<file path="config.mk">
export PLATFORM = sky130hd
export DESIGN_NAME = json_string_unescape_core_flat
export DESIGN_NICKNAME = d
export VERILOG_FILES = /design/src/sv/jsu_pkg.sv /design/src/sv/jsu_if.sv /design/src/sv/jsu_front.sv /design/src/sv/jsu_queue.sv /design/src/sv/jsu_back.sv /design/src/sv/json_string_unescape_core.sv /design/src/flat_wrapper.sv
export SDC_FILE = /design/constraint.sdc
export NUM_CORES = 1
export LEC_CHECK = 0
export ABC_CLOCK_PERIOD_IN_PS = 3270
export CORE_MARGIN = 3
export CORE_UTILIZATION = 40
export CTS_CLUSTER_DIAMETER = 40
export DETAILED_ROUTE_END_ITERATION = 7
export DONT_BUFFER_PORTS = 1
export HOLD_SLACK_MARGIN = 0.12
export PLACE_DENSITY = 0.52
export SLEW_MARGIN = 20
export SYNTH_ARGS = -nofsm -noshare
export SYNTH_HDL_FRONTEND = slang
export SYNTH_SLANG_ARGS = --single-unit
export TNS_END_PERCENT = 10
</file>
<file path="constraint.sdc">
create_clock -name i_clk -period 3.27 [get_ports i_clk]
set_clock_uncertainty 0.1 [all_clocks]
set_input_delay 0.654 -clock i_clk [delete_from_list [all_inputs] [get_ports i_clk]]
set_output_delay 0.654 -clock i_clk [all_outputs]
set_load 0.05 [all_outputs]
</file>
<file path="src/sv/jsu_pkg.sv">
package jsu_pkg;

    localparam int COUNT_WIDTH_DEF = 16;
    localparam int QUEUE_DEPTH     = 4;
    localparam int QUEUE_AW        = $clog2(QUEUE_DEPTH);

    localparam logic [1:0] KIND_CHAR  = 2'd0;
    localparam logic [1:0] KIND_DONE  = 2'd1;
    localparam logic [1:0] KIND_ERROR = 2'd2;

    localparam logic [15:0] CH_QUOTE   = 16'h0022;
    localparam logic [15:0] CH_SLASH   = 16'h002F;
    localparam logic [15:0] CH_BSLASH  = 16'h005C;
    localparam logic [15:0] CH_LOW_B   = 16'h0062;
    localparam logic [15:0] CH_LOW_F   = 16'h0066;
    localparam logic [15:0] CH_LOW_N   = 16'h006E;
    localparam logic [15:0] CH_LOW_R   = 16'h0072;
    localparam logic [15:0] CH_LOW_T   = 16'h0074;
    localparam logic [15:0] CH_LOW_U   = 16'h0075;
    localparam logic [15:0] CH_DIGIT_0 = 16'h0030;
    localparam logic [15:0] CH_DIGIT_9 = 16'h0039;
    localparam logic [15:0] CH_UP_A    = 16'h0041;
    localparam logic [15:0] CH_UP_F    = 16'h0046;
    localparam logic [15:0] CH_LOW_A   = 16'h0061;

    localparam logic [15:0] CTL_BS  = 16'h0008;
    localparam logic [15:0] CTL_TAB = 16'h0009;
    localparam logic [15:0] CTL_LF  = 16'h000A;
    localparam logic [15:0] CTL_FF  = 16'h000C;
    localparam logic [15:0] CTL_CR  = 16'h000D;

    localparam logic [3:0] HEX_ALPHA_ADJ = 4'd9;

    typedef struct packed {
        logic        text_end;
        logic        is_quote;
        logic        is_bslash;
        logic        esc_ok;
        logic [15:0] esc_ch;
        logic        is_u;
        logic        hex_ok;
        logic [3:0]  hex_val;
        logic [15:0] ch;
    } t_cls;

endpackage

</file>
<file path="src/sv/jsu_if.sv">
interface jsu_in_if;
    logic        valid;
    logic        ready;
    logic        action;
    logic [15:0] text_char;

    modport source (output valid, output action, output text_char, input ready);
    modport sink (input valid, input action, input text_char, output ready);
endinterface

interface jsu_out_if;
    logic        valid;
    logic        ready;
    logic [1:0]  kind;
    logic [15:0] decoded_char;
    logic [15:0] consumed;

    modport source (output valid, output kind, output decoded_char, output consumed,
                    input ready);
    modport sink (input valid, input kind, input decoded_char, input consumed,
                  output ready);
endinterface

</file>
<file path="src/sv/jsu_front.sv">
module jsu_front (
    input  logic           i_clk,
    input  logic           i_rst_n,
    jsu_in_if.sink         i_in,
    output logic           o_push_valid,
    output jsu_pkg::t_cls  o_push_cls,
    input  logic           i_push_ready
);
    import jsu_pkg::*;

    logic r_valid;
    t_cls r_cls;
    t_cls n_cls;
    logic accept;

    always_comb begin
        n_cls           = '0;
        n_cls.text_end  = i_in.action;
        n_cls.ch        = i_in.text_char;
        n_cls.is_quote  = (i_in.text_char == CH_QUOTE);
        n_cls.is_bslash = (i_in.text_char == CH_BSLASH);
        n_cls.is_u      = (i_in.text_char == CH_LOW_U);
        n_cls.esc_ok    = 1'b1;
        unique case (i_in.text_char)
            CH_QUOTE, CH_SLASH, CH_BSLASH: n_cls.esc_ch = i_in.text_char;
            CH_LOW_B: n_cls.esc_ch = CTL_BS;
            CH_LOW_F: n_cls.esc_ch = CTL_FF;
            CH_LOW_N: n_cls.esc_ch = CTL_LF;
            CH_LOW_R: n_cls.esc_ch = CTL_CR;
            CH_LOW_T: n_cls.esc_ch = CTL_TAB;
            default: begin
                n_cls.esc_ok = 1'b0;
                n_cls.esc_ch = '0;
            end
        endcase
        if (i_in.text_char >= CH_DIGIT_0 && i_in.text_char <= CH_DIGIT_9) begin
            n_cls.hex_ok  = 1'b1;
            n_cls.hex_val = i_in.text_char[3:0];
        end else if ((i_in.text_char >= CH_UP_A && i_in.text_char <= CH_UP_F) ||
                     (i_in.text_char >= CH_LOW_A && i_in.text_char <= CH_LOW_F)) begin
            n_cls.hex_ok  = 1'b1;
            n_cls.hex_val = 4'(i_in.text_char[3:0] + HEX_ALPHA_ADJ);
        end else begin
            n_cls.hex_ok  = 1'b0;
            n_cls.hex_val = '0;
        end
    end

    assign i_in.ready   = !r_valid || i_push_ready;
    assign accept       = i_in.valid && i_in.ready;
    assign o_push_valid = r_valid;
    assign o_push_cls   = r_cls;

    always_ff @(posedge i_clk) begin
        if (!i_rst_n) begin
            r_valid <= 1'b0;
        end else if (accept) begin
            r_valid <= 1'b1;
        end else if (i_push_ready) begin
            r_valid <= 1'b0;
        end
    end

    always_ff @(posedge i_clk) begin
        if (accept) begin
            r_cls <= n_cls;
        end
    end

endmodule

</file>
<file path="src/sv/jsu_queue.sv">
module jsu_queue (
    input  logic           i_clk,
    input  logic           i_rst_n,
    input  logic           i_push_valid,
    input  jsu_pkg::t_cls  i_push_cls,
    output logic           o_push_ready,
    output logic           o_head_valid,
    output jsu_pkg::t_cls  o_head_cls,
    input  logic           i_pop
);
    import jsu_pkg::*;

    t_cls                r_mem [QUEUE_DEPTH];
    logic [QUEUE_AW:0]   r_wr_ptr;
    logic [QUEUE_AW:0]   r_rd_ptr;
    logic                full;
    logic                empty;
    logic                push;

    assign empty = (r_wr_ptr == r_rd_ptr);
    assign full  = (r_wr_ptr[QUEUE_AW] != r_rd_ptr[QUEUE_AW]) &&
                   (r_wr_ptr[QUEUE_AW-1:0] == r_rd_ptr[QUEUE_AW-1:0]);
    assign o_push_ready = !full;
    assign push         = i_push_valid && !full;
    assign o_head_valid = !empty;
    assign o_head_cls   = r_mem[r_rd_ptr[QUEUE_AW-1:0]];

    always_ff @(posedge i_clk) begin
        if (!i_rst_n) begin
            r_wr_ptr <= '0;
            r_rd_ptr <= '0;
        end else begin
            if (push) begin
                r_wr_ptr <= r_wr_ptr + 1'b1;
            end
            if (i_pop && !empty) begin
                r_rd_ptr <= r_rd_ptr + 1'b1;
            end
        end
    end

    always_ff @(posedge i_clk) begin
        if (push) begin
            r_mem[r_wr_ptr[QUEUE_AW-1:0]] <= i_push_cls;
        end
    end

endmodule

</file>
<file path="src/sv/jsu_back.sv">
module jsu_back #(
    parameter int COUNT_WIDTH = jsu_pkg::COUNT_WIDTH_DEF
) (
    input  logic           i_clk,
    input  logic           i_rst_n,
    input  logic           i_head_valid,
    input  jsu_pkg::t_cls  i_head_cls,
    output logic           o_pop,
    jsu_out_if.source      o_out
);
    import jsu_pkg::*;

    localparam logic [1:0] PH_IDLE = 2'd0;
    localparam logic [1:0] PH_BODY = 2'd1;
    localparam logic [1:0] PH_ESC  = 2'd2;
    localparam logic [1:0] PH_HEX  = 2'd3;
    localparam logic [1:0] HEX_LAST = 2'd3;

    logic [1:0]             r_phase, n_phase;
    logic [1:0]             r_seen, n_seen;
    logic [11:0]            r_acc, n_acc;
    logic [COUNT_WIDTH-1:0] r_cnt, n_cnt;
    logic [COUNT_WIDTH-1:0] cnt_inc;
    logic                   emit;
    logic [1:0]             e_kind;
    logic [15:0]            e_char;
    logic [COUNT_WIDTH-1:0] e_cnt;
    logic [31:0]            e_cnt_wide;
    logic                   r_ov;
    logic [1:0]             r_kind;
    logic [15:0]            r_char;
    logic [15:0]            r_consumed;
    t_cls                   h;

    assign h       = i_head_cls;
    assign cnt_inc = (&r_cnt) ? r_cnt : r_cnt + COUNT_WIDTH'(1);
    assign o_pop   = i_head_valid && (!r_ov || o_out.ready);

    always_comb begin
        n_phase = r_phase;
        n_seen  = r_seen;
        n_acc   = r_acc;
        n_cnt   = r_cnt;
        emit    = 1'b0;
        e_kind  = KIND_CHAR;
        e_char  = '0;
        e_cnt   = '0;
        if (h.text_end) begin
            emit   = 1'b1;
            e_kind = KIND_ERROR;
        end else begin
            unique case (r_phase)
                PH_IDLE: begin
                    if (!h.is_quote) begin
                        emit   = 1'b1;
                        e_kind = KIND_ERROR;
                    end else begin
                        n_phase = PH_BODY;
                        n_cnt   = COUNT_WIDTH'(1);
                    end
                end
                PH_BODY: begin
                    n_cnt = cnt_inc;
                    if (h.is_quote) begin
                        emit   = 1'b1;
                        e_kind = KIND_DONE;
                        e_cnt  = cnt_inc;
                    end else if (h.is_bslash) begin
                        n_phase = PH_ESC;
                    end else begin
                        emit   = 1'b1;
                        e_char = h.ch;
                    end
                end
                PH_ESC: begin
                    n_cnt = cnt_inc;
                    if (h.esc_ok) begin
                        emit    = 1'b1;
                        e_char  = h.esc_ch;
                        n_phase = PH_BODY;
                    end else if (h.is_u) begin
                        n_phase = PH_HEX;
                        n_seen  = '0;
                        n_acc   = '0;
                    end else begin
                        emit   = 1'b1;
                        e_kind = KIND_ERROR;
                    end
                end
                PH_HEX: begin
                    if (!h.hex_ok) begin
                        emit   = 1'b1;
                        e_kind = KIND_ERROR;
                    end else begin
                        n_cnt = cnt_inc;
                        if (r_seen == HEX_LAST) begin
                            emit    = 1'b1;
                            e_char  = {r_acc, h.hex_val};
                            n_phase = PH_BODY;
                            n_seen  = '0;
                            n_acc   = '0;
                        end else begin
                            n_acc  = {r_acc[7:0], h.hex_val};
                            n_seen = r_seen + 2'd1;
                        end
                    end
                end
                default: n_phase = PH_IDLE;
            endcase
        end
        // A finished string and every error leave the decoder idle and cleared.
        if (emit && e_kind != KIND_CHAR) begin
            n_phase = PH_IDLE;
            n_seen  = '0;
            n_acc   = '0;
            n_cnt   = '0;
        end
    end

    assign e_cnt_wide = 32'(e_cnt);

    always_ff @(posedge i_clk) begin
        if (!i_rst_n) begin
            r_phase <= PH_IDLE;
            r_seen  <= '0;
            r_acc   <= '0;
            r_cnt   <= '0;
            r_ov    <= 1'b0;
        end else begin
            if (o_pop) begin
                r_phase <= n_phase;
                r_seen  <= n_seen;
                r_acc   <= n_acc;
                r_cnt   <= n_cnt;
                r_ov    <= emit;
            end else if (o_out.ready) begin
                r_ov    <= 1'b0;
            end
        end
    end

    always_ff @(posedge i_clk) begin
        if (o_pop && emit) begin
            r_kind     <= e_kind;
            r_char     <= e_char;
            r_consumed <= (e_cnt_wide > 32'h0000FFFF) ? 16'hFFFF : e_cnt_wide[15:0];
        end
    end

    assign o_out.valid        = r_ov;
    assign o_out.kind         = r_kind;
    assign o_out.decoded_char = r_char;
    assign o_out.consumed     = r_consumed;

endmodule

</file>
<file path="src/sv/json_string_unescape_core.sv">
// A word accepted at a clock edge passes through the front register, the queue and the result
// register before its result word appears.
// Throughput: one word per cycle while result words are taken; the decoder state update in the back
// stage takes one word per cycle, and the four-entry queue absorbs stalls between the two stages.
// Reset: synchronous, active low; it empties the queue and the result register and returns
// the decoder to idle with its counters cleared at the next edge.
module json_string_unescape_core #(
    parameter int COUNT_WIDTH = jsu_pkg::COUNT_WIDTH_DEF
) (
    input  logic      i_clk,
    input  logic      i_rst_n,
    jsu_in_if.sink    i_in,
    jsu_out_if.source o_out
);
    import jsu_pkg::*;

    logic push_valid;
    logic push_ready;
    t_cls push_cls;
    logic head_valid;
    t_cls head_cls;
    logic pop;

    jsu_front u_front (
        .i_clk        (i_clk),
        .i_rst_n      (i_rst_n),
        .i_in         (i_in),
        .o_push_valid (push_valid),
        .o_push_cls   (push_cls),
        .i_push_ready (push_ready)
    );

    jsu_queue u_queue (
        .i_clk        (i_clk),
        .i_rst_n      (i_rst_n),
        .i_push_valid (push_valid),
        .i_push_cls   (push_cls),
        .o_push_ready (push_ready),
        .o_head_valid (head_valid),
        .o_head_cls   (head_cls),
        .i_pop        (pop)
    );

    jsu_back #(
        .COUNT_WIDTH (COUNT_WIDTH)
    ) u_back (
        .i_clk        (i_clk),
        .i_rst_n      (i_rst_n),
        .i_head_valid (head_valid),
        .i_head_cls   (head_cls),
        .o_pop        (pop),
        .o_out        (o_out)
    );

endmodule

</file>
<file path="src/flat_wrapper.sv">
// flat-port wrapper written by rule: the top's interface ports become plain ports
module json_string_unescape_core_flat import jsu_pkg::*;
#(
    parameter int COUNT_WIDTH = jsu_pkg::COUNT_WIDTH_DEF
)
  (i_clk, i_rst_n, i_in_valid, i_in_action, i_in_text_char, i_in_ready, o_out_valid, o_out_kind, o_out_decoded_char, o_out_consumed, o_out_ready);
  jsu_in_if i_in_i ();
  jsu_out_if o_out_i ();
  input  logic i_clk;
  input  logic i_rst_n;
  input wire logic [$bits(i_in_i.valid)-1:0] i_in_valid;
  input wire logic [$bits(i_in_i.action)-1:0] i_in_action;
  input wire logic [$bits(i_in_i.text_char)-1:0] i_in_text_char;
  output wire logic [$bits(i_in_i.ready)-1:0] i_in_ready;
  output wire logic [$bits(o_out_i.valid)-1:0] o_out_valid;
  output wire logic [$bits(o_out_i.kind)-1:0] o_out_kind;
  output wire logic [$bits(o_out_i.decoded_char)-1:0] o_out_decoded_char;
  output wire logic [$bits(o_out_i.consumed)-1:0] o_out_consumed;
  input wire logic [$bits(o_out_i.ready)-1:0] o_out_ready;
  assign i_in_i.valid = i_in_valid;
  assign i_in_i.action = i_in_action;
  assign i_in_i.text_char = i_in_text_char;
  assign i_in_ready = i_in_i.ready;
  assign o_out_valid = o_out_i.valid;
  assign o_out_kind = o_out_i.kind;
  assign o_out_decoded_char = o_out_i.decoded_char;
  assign o_out_consumed = o_out_i.consumed;
  assign o_out_i.ready = o_out_ready;
  json_string_unescape_core #(.COUNT_WIDTH(COUNT_WIDTH)) u_core (.i_clk(i_clk), .i_rst_n(i_rst_n), .i_in(i_in_i), .o_out(o_out_i));
endmodule
</file>
# ---- Yosys cells after proc, flatten, opt, wreduce, memory -nomap -nowiden
# Memory sizes are Yosys's and may differ from the RTL's. A register that Yosys moved wholly into a read port is not among the register bits.
# Index checks and enable logic that the tools add are counted.
dict set report classes {
  multipliers 0
  shift 0
  n_mux 67
  n_reduce_logical 28
  n_eq_ne 26
  n_lt_le_gt_ge 7
  div 0
  addsub 5
  n_bitwise 0
}
# operator count
set op_table {}
lappend op_table {{$mux 16} 13}
lappend op_table {{$eq 16x7->1 const B} 7}
lappend op_table {{$pmux 16 s3} 2}
lappend op_table {{$pmux 16 s6} 1}
lappend op_table {{$mux 12} 6}
lappend op_table {{$mux 2} 22}
lappend op_table {{$eq 16x6->1 const B} 2}
lappend op_table {{$ge 16x7->1 const B} 2}
lappend op_table {{$le 16x7->1 const B} 2}
lappend op_table {{$pmux 12 s2} 1}
lappend op_table {{$add 16x1->16 const B} 1}
lappend op_table {{$ge 16x6->1 const B} 1}
lappend op_table {{$gt 16x16->1 const B} 1}
lappend op_table {{$le 16x6->1 const B} 1}
lappend op_table {{$mux 1} 16}
lappend op_table {{$pmux 2 s4} 2}
lappend op_table {{$reduce_and 16->1} 1}
lappend op_table {{$ne 3x3->1 const B} 5}
lappend op_table {{$logic_and 1x1->1} 10}
lappend op_table {{$reduce_and 8->1} 1}
lappend op_table {{$reduce_or 8->1} 1}
lappend op_table {{$add 3x1->3 const B} 2}
lappend op_table {{$eq 2x2->1 const B} 3}
lappend op_table {{$ne 3x2->1 const B} 2}
lappend op_table {{other kinds (22)} 28}
dict set report totals {
  mem_count 1
  input_bits 21
  ramBits 168
  mem_bits_ro 0
  out_inout_bits 36
  latchBits 0
  word_cells 154
  regBits 116
}
# memory depth width read_ports rd_ports_with_merged_regs wr line
set memory_table {}
lappend memory_table {u_core.u_queue.r_mem 4 42 1 1 1 jsu_queue.sv:13} ;# t_cls r_mem [QUEUE_DEPTH];

# ---- Longest topological paths before layout
dict set report logic_depth {
  depth_word 8
  mapped_depth 10
  mapped_depth_nobuf 8
}

# ---- Hierarchy
# A second synthesis with hierarchy kept.
dict set report hier_totals {
  cells_unflattened 755
  area_unflattened_um2 11771.3
}
# mod area_each_um2 cells_each seq_area_each_um2 instances
set modules_own_cells {}
lappend modules_own_cells {jsu_queue 6608.8 288 5205.0 1}
lappend modules_own_cells {jsu_back 3374.5 355 1681.6 1}
lappend modules_own_cells {jsu_front 1788.0 112 1281.2 1}

# ---- Worst setup path before layout
# Ideal clock, no wire load.
dict set report synth_timing {
  kind {input to register}
  startpoint {input i_in_valid}
  endpoint {register u_core.u_front.r_cls, in the netlist u_core.u_front.o_push_cls[0] (enable)}
  path_buffers 0
  setup_time_ps 455
  arrival_ps 2752
  required_time_ps 2715
  path_slack_ps -38
  cell_stages 2
  path_cell_list {inv_1 -> a21oi_1}
}
dict set report synth_via {
  elab_chain_len 1
}
# item line
set synth_rtl {}
lappend synth_rtl {{start: declaration} flat_wrapper.sv:11} ;# input wire logic [$bits(i_in_i.valid)-1:0] i_in_valid;
lappend synth_rtl {{$logic_and 1x1->1} jsu_front.sv:50} ;# assign accept = i_in.valid && i_in.ready;
lappend synth_rtl {{net u_core.u_front.accept} jsu_front.sv:14} ;# logic accept;
lappend synth_rtl {{end signal: assignment} jsu_front.sv:66} ;# r_cls <= n_cls;
lappend synth_rtl {{end: declaration} jsu_front.sv:12} ;# t_cls r_cls;
# The timed path passes the listed nets, and every way through them passes these cells.
# A chain may end at the register's enable or synchronous reset.

==> results_dict.tcl <==
set metrics [dict create \
    regToRegEndpoint "u_core.u_back.r_cnt[5]" \
    gr-total-overflow 0 \
    layout_common_cells "edfxtp_1, nand2_1, clkbuf_16" \
    htree_num_levels 2 \
    drv_cap 0 \
    cp_top_family "compound AO/OA/AOI/OAI gates" \
    n_fill_cell 2430 \
    synth_flop_cell "edfxtp_1" \
    clock_sinks 286 \
    cp_slowest_cell "mux4_2" \
    slew_violations 0 \
    avgRoutedWirePerCell_um 19.93 \
    holdPathStages 1 \
    synth_top_area_cell "edfxtp_1" \
    first_pass_iters 5 \
    vias 6446 \
    min-delay-path-class "in -> reg" \
    fp-row-count 62 \
    ys_seq_elements 286 \
    start_util_pct 40.73 \
    register_area_mm2 0.008170 \
    cts_tree "built" \
    synthAdderAreaFrac_pct 1.921 \
    setup_violations 0 \
    critPathBufInv 0 \
    slew_headroom_pct 49.36 \
    grt_pass1_vias 6805 \
    p_per_area_mw_per_mm2 808.0 \
    grt_first_pass_wirelength_mm 38.50 \
    cts-root-buf "clkbuf_16" \
    max_stage_delay_ns 0.63 \
    place_congestion 0.8366 \
    fin_crit_sh_pct 88.35 \
    place_area_mm2 0.01223 \
    path_class "reg -> reg" \
    synthTopCellsByArea "edfxtp_1, mux4_2, dfxtp_1" \
    cp-end-kind "flip-flop" \
    tritoncts.num_buffers 42 \
    synth_top_family_by_area "multiplexers" \
    dieArea_mm2 0.03139 \
    core_area_mm2 0.02878 \
    synth.area.mux_share_pct 9.703 \
    synth.distinct_cells 65 \
    leakage_nw 4.568 \
    final_cells 1224 \
    cts_setup_buffers 0 \
    routed_wl_mm 24.39 \
    place.detailed.hpwl_mm 15.53 \
    antenna_found_initial 0 \
    avgSynthCellArea_um2 15.59 \
    drc_errors 0 \
    layout_commonest_cell "edfxtp_1" \
    via_per_inst 5.266 \
    required_ns 3.63 \
    hold_violations 0 \
    worstMarginPinSlew_ns 0.7595 \
    ant_nets 0 \
    async_flop_share_pct 0 \
    synthXorXnorAreaFrac_pct 1.420 \
    yosysSeqAreaShare_pct 69.68 \
    synth_simple_gate_area_share_pct 8.326 \
    final_layout_size_suffix_gt1_share_pct 19.05 \
    chipHeight_um 177.2 \
    multiInputGateArea_mm2 0.003357 \
    synthToLayoutAreaGrowth_pct 18.67 \
    period_minus_slack_ns 2.889 \
    grt_max_degree 43 \
    cp.arrival_ns 3.24 \
    ctsResizeCount 0 \
    n_antenna_cell 0 \
    clk_pin_slew_ns 0.05 \
    nNetsFinal 846 \
    port_buffers 0 \
    placedCellCount 1130 \
    worstSkewPairLatency_ns 0.52 \
    hold_start "i_rst_n" \
    die_w_um 177.2 \
    synth-edff-count 244 \
    syn_area_mm2 0.01172 \
    ys_warn_count 0 \
    reg2reg_slack_ns 0.38 \
    holdPathEnd "u_core.u_queue.r_wr_ptr[0]" \
    fmax_ghz 0.3461 \
    synth_compound_area_share_pct 6.842 \
    rsz0062_at_grt "no" \
    synth_top_cell_area_share_pct 62.51 \
    path_cells "mux4_2, nand3b_4, o221ai_2, a21o_1, o21ai_2, o221a_2" \
    stdcell_area_mm2 0.01391 \
    max-vdd-ir-drop_v 0.0004496 \
    finalSetupTns_ns 0 \
    first_iter_violations 504 \
    crit_path_start_kind "flip-flop" \
    clk_path_buf_depth 3 \
    grt_usage_pct 15.93 \
    crit_fanout 18 \
    status "finished, final reports clean" \
    io_pins 57 \
    r2r_cells 6 \
    synth_cells 752 \
]
report_power, final:
part | internal (mW) | switching, mW
combinational | 0.589 | 0.824
sequential | 4.33 | 0.776
clock | 3.06 | 1.66
total | 7.98 | 3.26
stage by stage:
stage          util [%]  power (mW)  hold WS [ns]  worst slack, ns
2_1_floorplan         -       6.185        0.3344           0.3840
3_3_place_gp      42.49       6.601        0.3461           0.4242
3_5_place_dp      42.49       6.620        0.3618           0.3743
4_1_cts           48.33       11.40        0.1546           0.3624
5_1_grt           48.33       11.69        0.1610           0.1917
6_report          48.33       11.24        0.1833           0.3811
metal layers:
metal  vias up  wire (um)  track usage, %
met3        33       1121           3.453
met1      3236      10670           20.78
met5         -          0               0
li1       3016          -               -
met4         0        469           4.845
met2       161      12130           26.84
repair_timing:
action,CTS,global route
hold buffers,17,0
setup endpoints to repair,0,0
endpoints found under the hold margin,17,0
sequential cells by signal, summed over array words and instances, names as in the netlist, named ones only:
register / flops
u_core.u_back.r_phase: 2
u_core.u_queue.r_rd_ptr: 3
u_core.u_front.o_push_valid: 1
u_core.u_back.r_seen: 2
u_core.u_front.o_push_cls: 42
u_core.u_queue.r_wr_ptr: 3
u_core.u_back.r_acc: 12
u_core.u_back.o_out.consumed: 16
u_core.u_back.o_out.decoded_char: 16
u_core.u_back.o_out.kind: 2
u_core.u_queue.r_mem: 168
u_core.u_back.o_out.valid: 1
u_core.u_back.r_cnt: 16
synth_stat cells (all sizes together), types with 5 or more instances:
library cell  number
nand3              6
o221a              8
or3                5
ha                18
and2               7
a31oi              6
nand2b             7
nor3              10
mux2i             18
inv               23
a21oi             27
xor2               7
mux4              42
a22oi             16
dfxtp             42
o21ai             21
xnor2             12
nor2              43
buf               11
clkbuf            21
nor2b              6
nand4              6
edfxtp           244
nor4              10
nand2             82
cell type report:
cell class              instances  share of cell area (%)
inverters                      23                  0.6207
multi-input cells             419                   24.13
clock buffers                  48                   8.024
flip-flops and latches        286                   58.74
clock inverters                29                   2.833
repair buffers                 35                   2.195
well taps                     384                   3.454
worst max path at each step:
stage | start | to | slack [ns] | cells after the start
floorplan | flip-flop | u_core.u_back.o_out.consumed[0] | 0.38 | 7
global placement | i_in_text_char[12] | u_core.u_front.o_push_cls[23] | 0.42 | 6
detailed placement | flip-flop | u_core.u_back.r_cnt[5] | 0.37 | 6
CTS | flip-flop | u_core.u_back.r_cnt[5] | 0.36 | 6
global route | flip-flop | u_core.u_back.r_cnt[5] | 0.19 | 6
finish | flip-flop | u_core.u_back.r_cnt[5] | 0.38 | 6
logic make-up (layout without fill, tap and decap cells):
group | Yosys count | in the layout
buffers and inverters | 55 | 135
AOI/OAI and AO/OA | 110 | 110
muxes | 61 | 61
xor gates and xnor gates | 19 | 19
other | 1 | 9
DFF | 286 | 286
adders and majority gates | 18 | 18
and+or+nand+nor | 202 | 202
(Power assumes the default switching activity.)
